[src/hw/rtl/tr_pkg.sv]
`default_nettype none

package tr_pkg;

    typedef enum logic [2:0] {
        KIND_DOWN    = 3'd0,
        KIND_MOVE    = 3'd1,
        KIND_UP      = 3'd2,
        KIND_FAULT   = 3'd3,
        KIND_CLEARED = 3'd4,
        KIND_SKIPPED = 3'd5
    } kind_t;

    // Register indexes as seen on paddr[3:2]
    localparam logic [1:0] REG_PIVOT_MODE = 2'd0;
    localparam logic [1:0] REG_X_LIMIT    = 2'd1;
    localparam logic [1:0] REG_Y_LIMIT    = 2'd2;

    localparam logic [11:0] LIMIT_RESET     = 12'hFFF;
    localparam logic [7:0]  STATUS_EMPTY    = 8'h00;
    localparam logic [7:0]  STATUS_INVALID  = 8'h0F;

    typedef struct packed {
        logic       cmd;
        logic       first_in_packet;
        logic [7:0] status_byte;
        logic [7:0] coord_high;
        logic [7:0] x_low;
        logic [7:0] y_low;
        logic [7:0] major_axis;
        logic [7:0] force_req;
    } rec_t;

    typedef struct packed {
        logic        pivot_mode;
        logic [11:0] x_limit;
        logic [11:0] y_limit;
    } cfg_t;

    typedef struct packed {
        kind_t       kind;
        logic [3:0]  slot;
        logic [11:0] pos_x;
        logic [11:0] pos_y;
        logic [7:0]  size_out;
        logic [7:0]  pressure_out;
    } res_t;

endpackage

`default_nettype wire

[src/hw/rtl/tr_apb_regs.sv]
`default_nettype none

module tr_apb_regs (
    input  wire logic         clk,
    input  wire logic         rst_n,
    input  wire logic         psel,
    input  wire logic         penable,
    input  wire logic         pwrite,
    input  wire logic [3:0]   paddr,
    input  wire logic [31:0]  pwdata,
    output logic [31:0]       prdata,
    output logic              pready,
    output tr_pkg::cfg_t      cfg
);
    import tr_pkg::*;

    cfg_t cfg_reg;
    cfg_t cfg_next;
    logic wr_en;

    assign pready = 1'b1;
    assign wr_en  = psel && penable && pwrite && pready;

    always_comb
    begin
        cfg_next = cfg_reg;
        if (wr_en)
        begin
            unique case (paddr[3:2])
                REG_PIVOT_MODE: cfg_next.pivot_mode = pwdata[0];
                REG_X_LIMIT:    cfg_next.x_limit    = pwdata[11:0];
                REG_Y_LIMIT:    cfg_next.y_limit    = pwdata[11:0];
                default:        cfg_next            = cfg_reg;
            endcase
        end
    end

    always_ff @(posedge clk or negedge rst_n)
    begin
        if (!rst_n)
        begin
            cfg_reg.pivot_mode <= 1'b0;
            cfg_reg.x_limit    <= LIMIT_RESET;
            cfg_reg.y_limit    <= LIMIT_RESET;
        end
        else
        begin
            cfg_reg <= cfg_next;
        end
    end

    always_comb
    begin
        unique case (paddr[3:2])
            REG_PIVOT_MODE: prdata = {31'd0, cfg_reg.pivot_mode};
            REG_X_LIMIT:    prdata = {20'd0, cfg_reg.x_limit};
            REG_Y_LIMIT:    prdata = {20'd0, cfg_reg.y_limit};
            default:        prdata = 32'd0;
        endcase
    end

    assign cfg = cfg_reg;

endmodule

`default_nettype wire

[src/hw/rtl/tr_decode.sv]
`default_nettype none

module tr_decode #(
    parameter int MAX_SLOTS = 10
) (
    input  wire tr_pkg::rec_t      rec,
    input  wire tr_pkg::cfg_t      cfg,
    input  wire logic [MAX_SLOTS-1:0] slot_down,
    input  wire logic              skipping,
    output tr_pkg::res_t           res,
    output logic [MAX_SLOTS-1:0]   slot_down_next,
    output logic                   skipping_next
);
    import tr_pkg::*;

    logic [3:0]           nib;
    logic [3:0]           id;
    logic [11:0]          raw_x;
    logic [11:0]          raw_y;
    logic [12:0]          mirror;
    logic [11:0]          px;
    logic [11:0]          py;
    logic                 x_neg;
    logic                 slot_bad;
    logic                 first_bad;
    logic                 fault;
    logic [MAX_SLOTS-1:0] slot_sel;

    assign nib   = rec.status_byte[3:0];
    assign id    = nib - 4'd1;
    assign raw_x = {rec.coord_high[3:0], rec.x_low};
    assign raw_y = {rec.coord_high[7:4], rec.y_low};

    // mirror the swapped x about x_limit; the borrow marks a negative x
    assign mirror = {1'b0, cfg.x_limit} - {1'b0, raw_y};
    assign px     = cfg.pivot_mode ? mirror[11:0] : raw_x;
    assign py     = cfg.pivot_mode ? raw_x : raw_y;
    assign x_neg  = cfg.pivot_mode && mirror[12];

    assign slot_bad  = (nib == 4'd0) || (nib > 4'(MAX_SLOTS));
    assign first_bad = rec.first_in_packet &&
                       ((rec.status_byte == STATUS_EMPTY) ||
                        (rec.status_byte == STATUS_INVALID));
    assign fault = first_bad || slot_bad || x_neg ||
                   (px > cfg.x_limit) || (py > cfg.y_limit);

    always_comb
    begin
        for (int k = 0; k < MAX_SLOTS; k++)
        begin
            slot_sel[k] = (id == 4'(k));
        end
    end

    always_comb
    begin
        res            = '0;
        slot_down_next = slot_down;
        skipping_next  = rec.first_in_packet ? 1'b0 : skipping;
        priority if (rec.cmd)
        begin
            res.kind       = KIND_CLEARED;
            slot_down_next = '0;
            skipping_next  = skipping;
        end
        else if (skipping && !rec.first_in_packet)
        begin
            res.kind = KIND_SKIPPED;
        end
        else if (fault)
        begin
            res.kind       = KIND_FAULT;
            slot_down_next = '0;
            skipping_next  = 1'b1;
        end
        else
        begin
            res.slot  = id;
            res.pos_x = px;
            res.pos_y = py;
            priority if (!rec.status_byte[7])
            begin
                res.kind       = KIND_UP;
                slot_down_next = slot_down & ~slot_sel;
            end
            else if ((slot_down & slot_sel) != '0)
            begin
                res.kind         = KIND_MOVE;
                res.size_out     = rec.major_axis;
                res.pressure_out = rec.force_req;
            end
            else
            begin
                res.kind         = KIND_DOWN;
                res.size_out     = rec.major_axis;
                res.pressure_out = rec.force_req;
                slot_down_next   = slot_down | slot_sel;
            end
        end
    end

endmodule

`default_nettype wire

[src/hw/rtl/touch_record_decoder.sv]
// Touch record decoder.
// Input channel: one whole six-byte record per word (in_valid / in_stall),
// plus cmd to release all slots. Output channel: one result word per input
// word (out_valid / out_stall) with kind, slot, position, size and pressure.
// Configuration: APB-style port, pivot_mode at 0x0, x_limit at 0x4,
// y_limit at 0x8; pready is always high. Write only while idle.
// Flow: a taken word lands in the input register; once the result register
// is empty or being taken, it is decoded, updates the slot bits and has its
// result registered, raising out_valid. Throughput: one word per cycle while
// out_stall holds no result, set by the single decode pass between the input
// and result registers, which also reads and writes the slot bits in that cycle.
// Stall: while out_stall holds a result, the input register keeps its word
// and in_stall rises; an empty input register still takes a word.
// Reset: all slots up, no packet being skipped, pivot off, both limits 4095,
// both registers empty.

`default_nettype none

module touch_record_decoder #(
    parameter int MAX_SLOTS = 10
) (
    input  wire logic         clk,
    input  wire logic         rst_n,

    input  wire logic         psel,
    input  wire logic         penable,
    input  wire logic         pwrite,
    input  wire logic [3:0]   paddr,
    input  wire logic [31:0]  pwdata,
    output logic [31:0]       prdata,
    output logic              pready,

    input  wire logic         in_valid,
    output logic              in_stall,
    input  wire logic         cmd,
    input  wire logic         first_in_packet,
    input  wire logic [7:0]   status_byte,
    input  wire logic [7:0]   coord_high,
    input  wire logic [7:0]   x_low,
    input  wire logic [7:0]   y_low,
    input  wire logic [7:0]   major_axis,
    input  wire logic [7:0]   force_req,

    output logic              out_valid,
    input  wire logic         out_stall,
    output tr_pkg::kind_t     kind,
    output logic [3:0]        slot,
    output logic [11:0]       pos_x,
    output logic [11:0]       pos_y,
    output logic [7:0]        size_out,
    output logic [7:0]        pressure_out
);
    import tr_pkg::*;

    cfg_t                 cfg;
    rec_t                 in_reg;
    logic                 in_valid_reg;
    res_t                 out_reg;
    logic                 out_valid_reg;
    logic [MAX_SLOTS-1:0] slot_down_reg;
    logic [MAX_SLOTS-1:0] slot_down_next;
    logic                 skipping_reg;
    logic                 skipping_next;
    res_t                 res;
    logic                 advance;
    logic                 fire;
    logic                 take;

    tr_apb_regs u_regs (
        .clk     (clk),
        .rst_n   (rst_n),
        .psel    (psel),
        .penable (penable),
        .pwrite  (pwrite),
        .paddr   (paddr),
        .pwdata  (pwdata),
        .prdata  (prdata),
        .pready  (pready),
        .cfg     (cfg)
    );

    tr_decode #(
        .MAX_SLOTS (MAX_SLOTS)
    ) u_decode (
        .rec            (in_reg),
        .cfg            (cfg),
        .slot_down      (slot_down_reg),
        .skipping       (skipping_reg),
        .res            (res),
        .slot_down_next (slot_down_next),
        .skipping_next  (skipping_next)
    );

    // result register frees up when empty or being taken
    assign advance  = !out_valid_reg || !out_stall;
    assign fire     = in_valid_reg && advance;
    assign in_stall = in_valid_reg && !advance;
    assign take     = in_valid && !in_stall;

    always_ff @(posedge clk or negedge rst_n)
    begin
        if (!rst_n)
        begin
            in_valid_reg  <= 1'b0;
            out_valid_reg <= 1'b0;
            slot_down_reg <= '0;
            skipping_reg  <= 1'b0;
        end
        else
        begin
            if (take)
            begin
                in_valid_reg <= 1'b1;
            end
            else if (fire)
            begin
                in_valid_reg <= 1'b0;
            end
            if (advance)
            begin
                out_valid_reg <= in_valid_reg;
            end
            if (fire)
            begin
                slot_down_reg <= slot_down_next;
                skipping_reg  <= skipping_next;
            end
        end
    end

    always_ff @(posedge clk)
    begin
        if (take)
        begin
            in_reg.cmd             <= cmd;
            in_reg.first_in_packet <= first_in_packet;
            in_reg.status_byte     <= status_byte;
            in_reg.coord_high      <= coord_high;
            in_reg.x_low           <= x_low;
            in_reg.y_low           <= y_low;
            in_reg.major_axis      <= major_axis;
            in_reg.force_req       <= force_req;
        end
        if (fire)
        begin
            out_reg <= res;
        end
    end

    assign out_valid    = out_valid_reg;
    assign kind         = out_reg.kind;
    assign slot         = out_reg.slot;
    assign pos_x        = out_reg.pos_x;
    assign pos_y        = out_reg.pos_y;
    assign size_out     = out_reg.size_out;
    assign pressure_out = out_reg.pressure_out;

    // a fault drops every slot and starts skipping
    a_fault_clears: assert property (@(posedge clk) disable iff (!rst_n)
        fire && (res.kind == KIND_FAULT) |=> (slot_down_reg == '0) && skipping_reg)
        else $error("fault did not clear slots or set skipping");

    a_clear_cmd: assert property (@(posedge clk) disable iff (!rst_n)
        fire && (res.kind == KIND_CLEARED) |=> (slot_down_reg == '0))
        else $error("clear command left a slot down");

    a_skip_source: assert property (@(posedge clk) disable iff (!rst_n)
        fire && (res.kind == KIND_SKIPPED) |-> skipping_reg && !in_reg.first_in_packet)
        else $error("skipped result without an active skip");

    a_no_extras: assert property (@(posedge clk) disable iff (!rst_n)
        out_valid_reg && (out_reg.kind != KIND_DOWN) && (out_reg.kind != KIND_MOVE)
        |-> (out_reg.size_out == 8'd0) && (out_reg.pressure_out == 8'd0))
        else $error("size or pressure on a non-touch result");

    a_stall_holds_word: assert property (@(posedge clk) disable iff (!rst_n)
        in_stall |-> in_valid_reg && out_valid_reg)
        else $error("input stalled with no pending word");

endmodule

`default_nettype wire

[config.mk]
export PLATFORM = sky130hd
export DESIGN_NAME = touch_record_decoder
export DESIGN_NICKNAME = d
export VERILOG_FILES = /design/src/hw/rtl/tr_pkg.sv /design/src/hw/rtl/tr_apb_regs.sv /design/src/hw/rtl/tr_decode.sv /design/src/hw/rtl/touch_record_decoder.sv
export SDC_FILE = /design/constraint.sdc
export NUM_CORES = 1
export LEC_CHECK = 0
export BUFFER_PORTS_ARGS = -buffer_cell sky130_fd_sc_hd__buf_2
export CORE_UTILIZATION = 54
export CTS_CLUSTER_SIZE = 16
export DETAILED_ROUTE_END_ITERATION = 6
export PLACE_DENSITY = 0.81
export SKIP_CTS_REPAIR_TIMING = 1
export SYNTH_ARGS = -nofsm -noshare
export SYNTH_HDL_FRONTEND = slang
export SYNTH_SLANG_ARGS = --single-unit
[constraint.sdc]
create_clock -name clk -period 4.7 [get_ports clk]
set_input_delay 0.235 -clock clk [delete_from_list [all_inputs] [get_ports clk]]
set_output_delay 0.235 -clock clk [all_outputs]
set_load 0.01 [all_outputs]
==> impl_metrics.env, run 1 <==
export IMPL_status="finished clean"
export IMPL_fmax_mhz=226.1
export IMPL_grt_max_degree=48
export IMPL_via_per_inst=5.481
export IMPL_drc_errors=0
export IMPL_wl_per_cell_um=16.72
export IMPL_hold_viol_final=0
export IMPL_total_leakage_power_nw=3.884
export IMPL_drt_iter0_drc=439
export IMPL_yosys_area_share_adder_pct=7.608
export IMPL_synth_distinct_cells=65
export IMPL_synth_area_leaders="edfxtp_1 41%, dfstp_2 9.2%, ha_1 7.3%, dfrtp_1 5.1%, nand2_1 3.5%"
export IMPL_fin_area_mm2=0.008671
export IMPL_fin_nets=918
export IMPL_drive_gt1_share_pct=27.73
export IMPL_clkLatencyLatePin_ns=0.43
export IMPL_synth_xor_area_share_pct=1.280
export IMPL_maxSlewViolCount=0
export IMPL_dr_pass1_iters=5
export IMPL_clk_path_buf_depth=2
export IMPL_syn_avg_cell_area_um2=11.31
export IMPL_worst_hold_slack_ns=0.01800
export IMPL_routed_wl_um=16140
export IMPL_utilization_pct=71.30
export IMPL_fin_crit_ns=4.422
export IMPL_cts_reportedPaths_clkPinSlew_ns=0.06
export IMPL_fp_dieW_um=114.6
export IMPL_place_gp_congestion=0.9403
export IMPL_ys_warn_count=0
export IMPL_end_kind="flip-flop"
export IMPL_timing_final_crit_share_pct=94.09
export IMPL_fin_skew_ns=0.008292
export IMPL_setup_ws_ns=0.2778
export IMPL_synth_main_ff_cell="edfxtp_1"
export IMPL_yosys_top_cells_count="94 x edfxtp_1, 64 x nand2_1, 50 x inv_1, 43 x o21ai_0, 40 x ha_1"
export IMPL_cts_buffers=17
export IMPL_grt_pass1_wl_um=24020
export IMPL_hold_path_class="primary input to flip-flop"
export IMPL_overflow=0
export IMPL_crit_type="flip-flop to flip-flop"
export IMPL_ys_seq_area_share_pct=55.60
export IMPL_critPathArrivalTime_ns=4.73
export IMPL_initial_utilization_pct=56.26
export IMPL_ctsHtreeMaxLevel=4
export IMPL_cp_required_ns=5.01
export IMPL_via_count=5289
export IMPL_fin_cells=965
export IMPL_place_hpwl_um=11310
export IMPL_place_inst=885
export IMPL_netlist_instances=605
export IMPL_root_buffer="clkbuf_16"
export IMPL_synth_top_family_by_area="simple AND/OR/NAND/NOR gates"
export IMPL_power_per_cell_area_mw_per_mm2=448.2
export IMPL_finalSetupViolCount=0
export IMPL_p_total_mw=3.886
export IMPL_maxCapViolations=0
export IMPL_synth_edf_count=94
export IMPL_area_growth_pct=26.74
export IMPL_antenna_found_initial=0
export IMPL_critPathLaunchType="flip-flop"
export IMPL_crit_fanout=10
export IMPL_tns_ns=0
export IMPL_io_buffers=128
export IMPL_die_height_um=114.6
export IMPL_ir_drop_v=0.0003082
export IMPL_cts_sinks=132
export IMPL_drt_antenna_violating_nets=0
export IMPL_synth_compound_area_share_pct=13.08
export IMPL_yosysMostFrequentCell="edfxtp_1"
export IMPL_synth_async_reset_ratio_pct=28.79
export IMPL_synthSimpleGateAreaFrac_pct=14.19
export IMPL_synth_top_area_share_pct=41.26
export IMPL_relSlewSlack_pct=14.41
export IMPL_place_area_mm2=0.007572
export IMPL_dp_slack_ns=0.1483
export IMPL_insertedDiodeCount=0
export IMPL_synth_largest_area_cell="edfxtp_1"
export IMPL_synthMuxAreaShare_pct=1.756
export IMPL_largest_register_ffs=47
export IMPL_synth_seq_cells=132
export IMPL_grt_usage_pct=24.55
export IMPL_worst_pin_slew_ns=1.278
export IMPL_io_pins=175
export IMPL_rsz0062_at_grt="false"
export IMPL_coreArea_mm2=0.01216
export IMPL_rows=40
export IMPL_synth_area_mm2=0.006842
export IMPL_dieArea_mm2=0.01312
export IMPL_grt_pass1_vias=4882
export IMPL_tritoncts="yes"
## worst paths after layout
path                                              start  cells past startpoint  slack [ns]                           end
setup / recovery             u_regs.cfg[12]$_DFFE_PN1P_                     20        0.28  slot_down_reg[7]$_DFFE_PN0P_
hold / removal                                 in_valid                      2        0.02      in_valid_reg$_DFFE_PN0P_
setup reg to reg             u_regs.cfg[12]$_DFFE_PN1P_                     20        0.28  slot_down_reg[7]$_DFFE_PN0P_
hold reg to reg            slot_down_reg[8]$_DFFE_PN0P_                      1        0.51  slot_down_reg[8]$_DFFE_PN0P_
max in group asynchronous                         rst_n                      2        3.67  slot_down_reg[2]$_DFFE_PN0P_
min in group asynchronous                         rst_n                      2        0.47    u_regs.cfg[24]$_DFFE_PN0P_
## logic make-up after synthesis
logic type / Yosys count
buffers and inverters: 91
AOI/OAI and AO/OA: 129
xor gates and xnor gates: 10
muxes: 11
DFF: 132
and+or+nand+nor: 189
adders and majority gates: 41
other: 2
## critical path, stage by stage, from the launching register on
cell and delay [ns]:
dfstp_2 0.37, inv_1 0.07, ha_1 0.18, inv_1 0.06
fa_1 0.43, a211oi_2 0.27, o21ai_1 0.13, a31o_4 0.27
a21oi_2 0.19, nor2_1 0.08, a41oi_2 0.21, nand2_1 0.11
ha_1 0.32, nand2_1 0.07, o211ai_1 0.20, o31a_1 0.20
o31a_1 0.19, nor3_2 0.07, buf_4 0.16, a41o_2 0.35
a221o_1 0.36
## power breakdown
| group | total, mW | internal (mW) | switching (mW) | leakage [nW] |
|---|---|---|---|---|
| sequential | 1.51 | 1.43 | 0.0765 | 1.36 |
| combinational | 1.05 | 0.426 | 0.620 | 2.24 |
| clock | 1.33 | 0.796 | 0.535 | 0.285 |
## cell usage in the layout, fill, tap and decap left out, drive strengths merged, types with 5 or more instances in the layout
master,n
buf,134
edfxtp,94
nand2,65
inv,58
dlygate4sd3,48
o21ai,44
ha,40
nor2,29
and3,29
dfstp,24
a21oi,23
conb,21
and2,21
clkbuf,18
dfrtp,14
a22o,11
nor2b,10
mux2,8
a211o,8
xnor2,7
nand3,7
nand4,7
nand2b,6
nor3,6
a211oi,5
o31ai,5
## layer usage
metal	global-route usage, %	wire length (µm)	vias to the layer above
met5	0	0	-
met4	13.25	571	0
met3	5.664	1159	49
met2	37.70	7621	264
met1	32.44	6785	2476
li1	-	-	2500
## cell type report
| class | instances | area, µm² |
|---|---|---|
| Tap cell | 168 | 210.2 |
| Timing Repair Buffer | 182 | 1166 |
| Clock inverter | 14 | 165.2 |
| Fill cell | 837 | 3491 |
| Sequential cell | 132 | 3804 |
| Clock buffer | 18 | 429.2 |
| Inverter | 50 | 187.7 |
| Multi-Input combinational cell | 401 | 2709 |
Power figures use the tool's default switching activity.
==> inputs of run 2 (changes only) <==
--- a/config.mk
+++ b/config.mk
@@ -6,10 +6,11 @@
 export NUM_CORES = 1
 export LEC_CHECK = 0
 export BUFFER_PORTS_ARGS = -buffer_cell sky130_fd_sc_hd__buf_2
-export CORE_UTILIZATION = 54
+export CAP_MARGIN = 10
+export CORE_UTILIZATION = 48
 export CTS_CLUSTER_SIZE = 16
 export DETAILED_ROUTE_END_ITERATION = 6
-export PLACE_DENSITY = 0.81
+export PLACE_DENSITY = 0.76
 export SKIP_CTS_REPAIR_TIMING = 1
 export SYNTH_ARGS = -nofsm -noshare
 export SYNTH_HDL_FRONTEND = slang
==> constraint.sdc (replaced) <==
create_clock -name clk -period 3.9 [get_ports clk]
set_input_delay 0.195 -clock clk [delete_from_list [all_inputs] [get_ports clk]]
set_output_delay 0.195 -clock clk [all_outputs]
set_load 0.01 [all_outputs]
==> run 2 against run 1 <==
  * The run now ends with negative setup slack left
  * Sequential power increased by 22%
  * Via count increased by 3.6%
  * Clock power increased by 19%
  * Non-clock buffer count increased by 37
  * Highest routed layer unchanged
  * Die area increased by 12%
  * Largest power group unchanged
  * Register-to-register slack got worse by 0.34 ns
  * Wire length increased by 9.8%
  * Maximum frequency increased by 12%
  * Worst setup slack got worse by 0.34 ns
==> impl_metrics.env, run 2 (synthesis gave the netlist of run 1 again) <==
export IMPL_tritoncts="yes"
export IMPL_tns_ns=-1.220
export IMPL_fin_nets=956
export IMPL_wl_per_cell_um=17.46
export IMPL_fp_dieW_um=121.4
export IMPL_hold_viol_final=0
export IMPL_end_kind="flip-flop"
export IMPL_drive_gt1_share_pct=34.97
export IMPL_grt_pass1_wl_um=24940
export IMPL_violations="negative setup slack"
export IMPL_utilization_pct=66.51
export IMPL_io_buffers=128
export IMPL_place_area_mm2=0.007833
export IMPL_root_buffer="clkbuf_16"
export IMPL_crit_type="flip-flop to flip-flop"
export IMPL_total_leakage_power_nw=4.098
export IMPL_place_inst=928
export IMPL_finalSetupViolCount=27
export IMPL_io_pins=175
export IMPL_initial_utilization_pct=49.29
export IMPL_cts_sinks=132
export IMPL_grt_usage_pct=22.93
export IMPL_holdCritStartpoint="pwdata[8]"
export IMPL_via_count=5478
export IMPL_drc_errors=0
export IMPL_critPathLaunchType="flip-flop"
export IMPL_rows=43
export IMPL_overflow=0
export IMPL_rsz0062_at_grt="true"
export IMPL_cts_reportedPaths_clkPinSlew_ns=0.06
export IMPL_cp_startpoint="u_regs.cfg[12]$_DFFE_PN1P_"
export IMPL_crit_chain="inv_2, ha_4, inv_2, fa_2, a211oi_4, o21ai_2, a31o_4, a21oi_4, nor2_2, a41oi_2, nand2_2, ha_4, nand4_1, o31a_1, o31a_1, nor3_4, buf_6, and3_4, and2_4"
export IMPL_critPathArrivalTime_ns=4.27
export IMPL_maxCapViolations=0
export IMPL_worst_pin_slew_ns=1.222
export IMPL_fin_cells=1015
export IMPL_clk_path_buf_depth=2
export IMPL_worst_hold_slack_ns=0.003015
export IMPL_dr_pass1_iters=5
export IMPL_ir_drop_v=0.0003492
export IMPL_cts_buffers=17
export IMPL_place_gp_congestion=0.9511
export IMPL_drt_antenna_violating_nets=0
export IMPL_die_height_um=121.4
export IMPL_via_per_inst=5.397
export IMPL_grt_max_degree=48
export IMPL_setup_ws_ns=-0.06587
export IMPL_fmax_mhz=252.2
export IMPL_final_cell_mix="128 x buf_2, 94 x edfxtp_1, 62 x nand2_1"
export IMPL_status="finished, violations left"
export IMPL_critical_path_slowest_cell="fa_2"
export IMPL_place_hpwl_um=11980
export IMPL_area_growth_pct=34.95
export IMPL_routed_wl_um=17720
export IMPL_p_total_mw=5.021
export IMPL_insertedDiodeCount=0
export IMPL_antenna_found_initial=0
export IMPL_ctsHtreeMaxLevel=4
export IMPL_maxSlewViolCount=0
export IMPL_relSlewSlack_pct=18.18
export IMPL_crit_fanout=8
export IMPL_mostFrequentLayoutCell="buf_2"
export IMPL_coreArea_mm2=0.01388
export IMPL_fin_skew_ns=0.01631
export IMPL_cpPeakStageDelay_ns=0.39
export IMPL_dieArea_mm2=0.01473
export IMPL_hold_path_class="primary input to flip-flop"
export IMPL_clkLatencyLatePin_ns=0.43
export IMPL_fin_crit_ns=3.966
export IMPL_largest_register_ffs=47
export IMPL_power_per_cell_area_mw_per_mm2=543.8
export IMPL_timing_rr_start="u_regs.cfg[12]$_DFFE_PN1P_"
export IMPL_dp_slack_ns=-0.3340
export IMPL_grt_pass1_vias=4872
export IMPL_fin_area_mm2=0.009233
export IMPL_cp_required_ns=4.20
export IMPL_timing_final_crit_share_pct=101.7
export IMPL_drt_iter0_drc=336
[run 2: final timing paths]
path	slack [ns]	to	depth (start not counted)
worst min register to register	0.51	slot_down_reg[1]$_DFFE_PN0P_	1
max in group asynchronous	2.85	slot_down_reg[5]$_DFFE_PN0P_	2
min in group asynchronous	0.45	u_regs.cfg[24]$_DFFE_PN0P_	2
worst max-delay path	-0.07	size_out[1]$_SDFFCE_PP0P_	19
worst max register to register	-0.07	size_out[1]$_SDFFCE_PP0P_	19
worst min-delay path	0.003	u_regs.cfg[20]$_DFFE_PN1P_	3
[run 2: power by group]
group	leakage, nW	total [mW]	switching [mW]	internal, mW
Sequential	1.36	1.84	0.116	1.73
Clock	0.279	1.58	0.635	0.949
Combinational	2.46	1.59	0.875	0.719
Total	4.10	5.02	1.63	3.39
[run 2: per-layer routing]
metal  vias to the layer above  global-route usage [%]  wire length (µm)
met5                         -                       0                 0
met4                         0                   11.27               476
met3                        32                   4.558              1022
met2                       226                   33.88              8305
met1                      2647                   32.09              7914
li1                       2573                       -                 -
[run 2: area by class of cell]
| cell class | instances | area, µm² |
|---|---|---|
| Fill cell | 1029 | 4648 |
| Sequential cell | 132 | 3804 |
| Multi-Input combinational cell | 402 | 2960 |
| Timing Repair Buffer | 219 | 1473 |
| Clock buffer | 19 | 432.9 |
| Tap cell | 180 | 225.2 |
| Inverter | 50 | 187.7 |
| Clock inverter | 13 | 150.1 |
[run 2: critical path, delay by kind of cell (launching register included)]
kind / cells / cell delay [ns]
DFF: 1 / 0.38
buffers and inverters: 3 / 0.26
adders and majority gates: 3 / 0.83
and+or+nand+nor: 6 / 0.93
AOI/OAI and AO/OA: 7 / 1.42
==> inputs of run 3 (changes only) <==
--- a/config.mk
+++ b/config.mk
@@ -12,6 +12,8 @@
 export DETAILED_ROUTE_END_ITERATION = 6
 export PLACE_DENSITY = 0.76
 export SKIP_CTS_REPAIR_TIMING = 1
+export SKIP_LAST_GASP = 1
+export SLEW_MARGIN = 20
 export SYNTH_ARGS = -nofsm -noshare
 export SYNTH_HDL_FRONTEND = slang
 export SYNTH_SLANG_ARGS = --single-unit
==> run 3 against run 2 <==
  * The flow still finishes with violations (negative setup slack)
  * Flip-flop and latch count unchanged
  * Sequential power about the same
  * Core utilization up 0.13 points
  * Design area up 0.19%
  * Largest cell class unchanged
  * Largest power group unchanged
  * Highest routed layer unchanged
==> impl_metrics.env, run 3 (synthesis gave the netlist of run 1 again) <==
export IMPL_status="finished, violations left"
export IMPL_violations="negative setup slack"
export IMPL_maxCapViolations=0
export IMPL_die_height_um=121.4
export IMPL_largest_register_ffs=47
export IMPL_timing_rr_start="u_regs.cfg[12]$_DFFE_PN1P_"
export IMPL_ctsHtreeMaxLevel=4
export IMPL_p_total_mw=5.067
export IMPL_worst_hold_slack_ns=0.01012
export IMPL_ir_drop_v=0.0003135
export IMPL_timing_final_crit_share_pct=101.6
export IMPL_worst_pin_slew_ns=1.027
export IMPL_insertedDiodeCount=0
export IMPL_routed_wl_um=17610
export IMPL_rows=43
export IMPL_drc_errors=0
export IMPL_place_hpwl_um=12040
export IMPL_cts_sinks=132
export IMPL_area_growth_pct=35.20
export IMPL_fin_skew_ns=0.009985
export IMPL_grt_usage_pct=22.90
export IMPL_mostFrequentLayoutCell="buf_2"
export IMPL_fin_nets=956
export IMPL_via_count=5489
export IMPL_critPathArrivalTime_ns=4.26
export IMPL_end_kind="flip-flop"
export IMPL_place_inst=928
export IMPL_grt_pass1_vias=4857
export IMPL_clk_path_buf_depth=2
export IMPL_overflow=0
export IMPL_io_pins=175
export IMPL_total_leakage_power_nw=4.112
export IMPL_dieArea_mm2=0.01473
export IMPL_regArea_mm2=0.003804
export IMPL_drive_gt1_share_pct=35.45
export IMPL_wl_per_cell_um=17.35
export IMPL_hold_viol_final=0
export IMPL_fin_crit_ns=3.963
export IMPL_critPathLaunchType="flip-flop"
export IMPL_fp_dieW_um=121.4
export IMPL_drt_iter0_drc=368
export IMPL_setup_ws_ns=-0.06308
export IMPL_cp_required_ns=4.20
export IMPL_crit_type="flip-flop to flip-flop"
export IMPL_clkLatencyLatePin_ns=0.42
export IMPL_cts_buffers=17
export IMPL_tritoncts="yes"
export IMPL_fill_cells=1038
export IMPL_tns_ns=-1.012
export IMPL_fmax_mhz=252.3
export IMPL_via_per_inst=5.408
export IMPL_cts_reportedPaths_clkPinSlew_ns=0.06
export IMPL_power_per_cell_area_mw_per_mm2=547.8
export IMPL_utilization_pct=66.64
export IMPL_fin_cells=1015
export IMPL_dr_pass1_iters=5
export IMPL_place_area_mm2=0.007839
export IMPL_grt_pass1_wl_um=24980
export IMPL_multi_input_area_mm2=0.002960
export IMPL_fin_area_mm2=0.009250
export IMPL_cp_startpoint="u_regs.cfg[12]$_DFFE_PN1P_"
export IMPL_coreArea_mm2=0.01388
export IMPL_initial_utilization_pct=49.29
export IMPL_antenna_found_initial=0
export IMPL_rsz0062_at_grt="true"
export IMPL_holdCritStartpoint="pwdata[1]"
export IMPL_place_gp_congestion=0.9511
export IMPL_final_cell_mix="128 x buf_2, 94 x edfxtp_1, 61 x nand2_1"
export IMPL_io_buffers=128
export IMPL_root_buffer="clkbuf_16"
export IMPL_maxSlewViolCount=0
export IMPL_drt_antenna_violating_nets=0
export IMPL_finalSetupViolCount=25
export IMPL_dp_slack_ns=-0.3328
export IMPL_grt_max_degree=48
export IMPL_crit_fanout=8
export IMPL_hold_path_class="primary input to flip-flop"
export IMPL_relSlewSlack_pct=31.41
-- run 3: changes by cell type in the layout (fill, tap and decap cells not counted), sizes merged --
cell,change
inv,+2
clkinv,-3
bufinv,+1
-- run 3: layout make-up --
cell class / instances / area share, %
well taps: 180 / 2.435
flip-flops and latches: 132 / 41.12
multi-input cells: 402 / 32.00
clock buffers: 19 / 4.680
inverters: 50 / 2.029
clock inverters: 13 / 1.853
repair buffers: 219 / 15.88
-- run 3: power by group --
group	internal, mW	switching [mW]	leakage, nW	total, mW
clock network	1.02	0.625	0.289	1.64
logic	0.723	0.860	2.47	1.58
registers	1.73	0.117	1.36	1.84
total	3.47	1.60	4.11	5.07
-- run 3: final timing paths --
path | endpoint | slack (ns) | depth (start not counted)
min in group asynchronous | u_regs.cfg[24]$_DFFE_PN0P_ | 0.45 | 2
max reg2reg | size_out[4]$_SDFFCE_PP0P_ | -0.06 | 19
min | u_regs.cfg[1]$_DFFE_PN1P_ | 0.01 | 3
max in group asynchronous | slot_down_reg[1]$_DFFE_PN0P_ | 2.86 | 2
max | size_out[4]$_SDFFCE_PP0P_ | -0.06 | 19
min reg2reg | slot_down_reg[1]$_DFFE_PN0P_ | 0.51 | 1
-- run 3: layer usage --
layer  part of all wire, %  vias up  wire, µm  global-route usage, %
met5                     0        -         0                      0
met4                   2.0        0       346                  8.025
met3                   6.4       31      1120                  5.451
met2                    48      264      8496                  34.52
met1                    43     2623      7647                  32.14
li1                      -     2571         -                      -
-- run 3: worst max-delay path, stage by stage, from the launching register on --
cell	delay, ns
dfstp_2	0.54
inv_2	0.05
ha_4	0.16
buf_4	0.12
nor2b_1	0.15
o31ai_1	0.09
buf_4	0.15
a21oi_2	0.19
a21oi_1	0.11
xnor2_1	0.12
mux2_2	0.30
ha_1	0.34
nand4_1	0.19
buf_4	0.15
a21oi_2	0.04
o31a_1	0.35
nor3_4	0.24
buf_6	0.15
and3_4	0.25
and2_4	0.16
